--- src/rtl/mtg_pkg.sv ---
// Shared constants and types for the MT19937 generator core.
`timescale 1ns / 1ps
`default_nettype none
package mtg_pkg;

  localparam int unsigned WORDS     = 624;
  localparam int unsigned SHIFT_OFF = 397;
  localparam int unsigned AW        = 10;
  localparam int unsigned DW        = 32;

  localparam logic [AW-1:0] LAST_IDX  = AW'(WORDS - 1);
  localparam logic [AW-1:0] NUM_WORDS = AW'(WORDS);
  localparam logic [AW-1:0] UNSEEDED  = AW'(WORDS + 1);
  localparam logic [AW-1:0] OFF_FWD   = AW'(SHIFT_OFF);
  localparam logic [AW-1:0] OFF_BACK  = AW'(WORDS - SHIFT_OFF);

  localparam logic [DW-1:0] TWIST_XOR    = 32'h9908_b0df;
  localparam logic [DW-1:0] TEMPER_B     = 32'h9d2c_5680;
  localparam logic [DW-1:0] TEMPER_C     = 32'hefc6_0000;
  localparam logic [DW-1:0] LCG_MULT     = 32'd69069;
  localparam logic [DW-1:0] DEFAULT_SEED = 32'd4357;

  localparam logic [1:0] OP_DRAW = 2'd0;
  localparam logic [1:0] OP_SEED = 2'd1;
  localparam logic [1:0] OP_LOAD = 2'd2;

  typedef struct packed {
    logic          en;
    logic [AW-1:0] addr;
    logic [DW-1:0] data;
  } wr_req_t;

  typedef struct packed {
    logic          en;
    logic [AW-1:0] addr;
  } rd_req_t;

endpackage
`default_nettype wire

--- src/rtl/mtg_temper.sv ---
// Output stage: tempers a raw state word and drives the result strobe.
`timescale 1ns / 1ps
`default_nettype none
module mtg_temper
  import mtg_pkg::*;
(
  input  wire logic          clk,
  input  wire logic          rst_n,
  input  wire logic          raw_valid,
  input  wire logic [DW-1:0] raw_word,
  output logic               out_valid,
  output logic    [DW-1:0]   out_random_word
);

  logic [DW-1:0] y1, y2, y3, y4;

  always_comb begin
    y1 = raw_word ^ (raw_word >> 11);
    y2 = y1 ^ ((y1 << 7) & TEMPER_B);
    y3 = y2 ^ ((y2 << 15) & TEMPER_C);
    y4 = y3 ^ (y3 >> 18);
  end

  logic          valid_r;
  logic [DW-1:0] word_r;

  always_ff @(posedge clk) begin
    if (!rst_n) begin
      valid_r <= 1'b0;
    end else begin
      valid_r <= raw_valid;
    end
  end

  always_ff @(posedge clk) begin
    if (raw_valid) begin
      word_r <= y4;
    end
  end

  assign out_valid       = valid_r;
  assign out_random_word = word_r;

endmodule
`default_nettype wire

--- config.mk ---
export PLATFORM = sky130hd
export DESIGN_NAME = mtg_temper
export DESIGN_NICKNAME = d
export VERILOG_FILES = /design/src/rtl/mtg_pkg.sv /design/src/rtl/mtg_temper.sv
export SDC_FILE = /design/constraint.sdc
export NUM_CORES = 1
export LEC_CHECK = 0
export BUFFER_PORTS_ARGS = -buffer_cell sky130_fd_sc_hd__buf_2
export CAP_MARGIN = 20
export CELL_PAD_IN_SITES_DETAIL_PLACEMENT = 1
export CELL_PAD_IN_SITES_GLOBAL_PLACEMENT = 2
export CORE_ASPECT_RATIO = 0.9
export CORE_UTILIZATION = 32
export CTS_CLUSTER_SIZE = 12
export DETAILED_ROUTE_END_ITERATION = 8
export PLACE_DENSITY_LB_ADDON = 0.25
export SYNTH_ARGS = -nofsm -noshare
export SYNTH_HDL_FRONTEND = slang
export SYNTH_SLANG_ARGS = --single-unit
--- constraint.sdc ---
create_clock -name clk -period 2.1 [get_ports clk]
set_input_delay 0.525 -clock clk [delete_from_list [all_inputs] [get_ports clk]]
set_output_delay 0.525 -clock clk [all_outputs]
set_load 0.005 [all_outputs]
==> Word-level counts from Yosys, hierarchy flattened <==
Index checks and enable logic that the tools add are counted.
{ "op_classes": {"n_mux": 0, "mul": 0, "n_bitwise": 4, "div": 0, "order_cmp": 0, "n_addsub": 0, "reduce_logical": 0, "shift": 0, "n_eq_ne": 0} }
{ "ops": {"columns": ["op", "n"], "rows": [
  ["32-bit bitwise XOR", 2],
  ["32-bit by 14-bit bitwise XOR with 32-bit output", 1],
  ["32-bit by 21-bit bitwise XOR with 32-bit output", 1]
]} }
{ "word_totals": {"n_memories": 0, "romBits": 0, "output_inout_bits": 33, "ram_bits": 0, "register_bits": 33, "in_bits": 35, "latch_bits": 0, "word_cells": 6} }

==> Longest topological paths before layout <==
{ "logic_depth": {"depth_word": 4, "ltp_mapped": 3} }

==> Least setup slack after synthesis <==
No wires, ideal clock.
{ "synth_timing": {"path_kind": "input port to flip-flop", "from": "input port raw_word[22]", "to": "register word_r[0] (netlist: out_random_word[0]), data pin", "setup_slack_ns": 0.524, "arrival_time_ns": 1.314, "cell_stages": 3, "n_path_buf": 0, "required_ns": 1.838, "setup_time_ns": 0.262, "path_cell_list": "xnor2_2 xnor3_1 xnor2_1"} }
{ "synth_between": {"elab_chain_len": 4} }
{ "synth_rtl": {"columns": ["element", "line", "source"], "rows": [
  ["start: declaration", "mtg_temper.sv:10", "input wire logic [DW-1:0] raw_word,"],
  ["32-bit by 21-bit bitwise XOR with 32-bit output", "mtg_temper.sv:18", "y1 = raw_word ^ (raw_word >> 11);"],
  ["32-bit bitwise XOR", "mtg_temper.sv:19", "y2 = y1 ^ ((y1 << 7) & TEMPER_B);"],
  ["32-bit bitwise XOR", "mtg_temper.sv:20", "y3 = y2 ^ ((y2 << 15) & TEMPER_C);"],
  ["named net y3[18]", "mtg_temper.sv:15", "logic [DW-1:0] y1, y2, y3, y4;"],
  ["32-bit by 14-bit bitwise XOR with 32-bit output", "mtg_temper.sv:21", "y4 = y3 ^ (y3 >> 18);"],
  ["named net y4[0]", "mtg_temper.sv:15", null],
  ["end signal: assignment", "mtg_temper.sv:37", "word_r <= y4;"],
  ["end: declaration", "mtg_temper.sv:25", "logic [DW-1:0] word_r;"]
]} }
The timed path passes the listed nets, and every way through them passes these cells.
A chain may end at the register's enable or synchronous reset.

==> Worst setup path after layout <==
{ "layout_timing": {"from": "input port raw_word[7]", "to": "register word_r[4] (netlist: out_random_word[4]), data pin"} }
The elaborated chain is that of the path after synthesis.

==> results.cfg <==
[critical_path]
required_ns = 2.13
crit_path_start_kind = primary input
path_class = in2reg
critPathMaxFanout = 3
cp-end-kind = register
crit_family = XOR/XNOR gates
slowest_stage = xor3_1
crit_chain = buf_2, xnor2_2, xor3_1, xnor2_1
cp.depth = 4
max_stage_delay_ns = 0.42
worstPathArrival_ns = 1.49
path_buf_inv = 1

[detailed_routing]
ant_nets = 0
drtIter0Drc = 23
drc_errors = 0
dr_total_vias = 952
wire_per_inst_um = 12.7
drtPass1Iterations = 3
viasPerCell = 4.09
routed_wl_um = 2960

[cells_and_area]
drive_gt1_frac = 0.464
finalInstanceArea_um2 = 2130
areaGrowthSynthToFinish_pct = 32.3
fillers = 533
final_cells = 233
final_common_cell = buf_2
multi_input_area_um2 = 628
register_area_um2 = 981
utilization = 0.440
final_nets = 203
mostFrequentLayoutCells = buf_2 (67), xnor2_1 (32), edfxtp_1 (32)
antenna_cells = 0

[die]
die_y_um = 69.3
io_pins = 68
dieArea_um2 = 5320
start_util = 0.333
die_w_um = 76.7
fp-row-count = 24
core-area_um2 = 4830

[synth]
synthTopCellsByArea = edfxtp_1 (60%), xnor2_1 (17%), xor2_1 (8.7%), xnor3_1 (7.0%), xnor2_2 (3.0%)
yosys_warnings = 0
synth_top_area_frac = 0.597
yosysUniqueCellTypes = 9
synth_area_um2 = 1610
syn_nets = 127
avgSynthCellArea_um2 = 17.5
synthCells = 92
synth_seq_cells = 33
yosys.area.top_type = edfxtp_1
ys_seq_area_frac = 0.610

[timing]
setup_viol = 0
slew_headroom = 0.710
finalCritPeriodShare = 0.697
period_needed_ns = 1.46
tns_ns = 0
hold_viol_final = 0
grt_setup_unrepaired = no
tightest_slew_ns = 0.435
fmax_mhz = 683
slew_viol_final = 0

[clocking]
cts_sinks = 33
postCtsSetupBuffers = 0
cts_tree = built
cts_max_path_buffers = 2
cts_buffers = 5
hold_buffers = 0
ctsResizeCount = 0
cts.clk_slew.worst_paths_ns = 0.06
cts_max_level = 2
cts-root-buf = clkbuf_8

[worst_hold_path]
hp-class = in2reg
min-delay-start = rst_n
holdPathStages = 2
hold_end = out_valid$_SDFF_PN0_

[placed_design]
gp_congestion = 0.654
dpl.cell_count = 226
portBuffers = 67
dpl_cell_area_um2 = 2050
dp_hpwl_um = 2340

[global_routing]
gr-usage-all-layers = 0.121
grt_overflow = 0
grt_pass1_vias = 1050
antenna_found_initial = 0
grt_max_degree = 19
grt_pass1_wl_um = 4840

[flow_run]
maxCapViolCount = 0

[pwr]
vdd_drop_max_v = 0.000295
p_leak_nw = 0.898
powerDensity_nw_per_um2 = 847

[outcome]
status = completed
## synthesized netlist by cell type
library cell   n
and2_1         1
edfxtp_1      32
xnor2_2        3
xnor2_1       32
xor2_1        16
xnor3_1        5
xor3_1         1
xor2_2         1
dfxtp_1        1
## how the worst max path moves through the flow
stage | start | to | slack (ns)
floorplan | raw_word[22] | out_random_word[0]$_DFFE_PP_ | 0.52
global placement | raw_word[7] | out_random_word[4]$_DFFE_PP_ | 0.37
detailed placement | raw_word[14] | out_random_word[7]$_DFFE_PP_ | 0.33
CTS | raw_word[14] | out_random_word[7]$_DFFE_PP_ | 0.63
global route | raw_word[14] | out_random_word[7]$_DFFE_PP_ | 0.59
finish | raw_word[7] | out_random_word[4]$_DFFE_PP_ | 0.64
## routing by layer
layer | track usage | up-vias | part of all wire
met5 | 0 | - | 0
met1 | 0.128 | 439 | 0.40
met4 | 0.0513 | 0 | 0.015
li1 | - | 465 | -
met2 | 0.215 | 42 | 0.51
met3 | 0.0447 | 6 | 0.075
## sequential cells by signal, summed over array words and instances, names as in the netlist
signal and count:
out_random_word 32, out_valid 1
## logic make-up (layout without fill, tap and decap cells)
| logic type | Yosys count | in the layout | synth area share |
|---|---|---|---|
| and+or+nand+nor | 1 | 1 | 0.00389 |
| buffers and inverters | 0 | 76 | 0 |
| DFF | 33 | 33 | 0.610 |
| xor gates and xnor gates | 58 | 58 | 0.386 |
## where the power goes
| part | leakage, nW | switching [mW] | internal, mW | total, mW |
|---|---|---|---|---|
| sequential | 0.322 | 0.0260 | 0.884 | 0.910 |
| combinational | 0.538 | 0.209 | 0.253 | 0.462 |
| clock | 0.0387 | 0.208 | 0.223 | 0.431 |
| total | 0.898 | 0.443 | 1.36 | 1.80 |
## per-stage QoR
| step | setup slack, ns | total power [mW] | hold WS (ns) |
|---|---|---|---|
| floorplan | 0.524 | 1.18 | 0.637 |
| global placement | 0.367 | 1.38 | 0.736 |
| detailed placement | 0.333 | 1.40 | 0.743 |
| CTS | 0.628 | 1.83 | 0.459 |
| global route | 0.586 | 1.90 | 0.472 |
| finish | 0.636 | 1.80 | 0.462 |
## cell type report
class,instances,share of cell area
Tap cell,65,0.0382
Sequential cell,33,0.461
Clock inverter,1,0.00176
Multi-Input combinational cell,59,0.295
Clock buffer,6,0.0341
Timing Repair Buffer,69,0.170
Power figures use the tool's default switching activity.
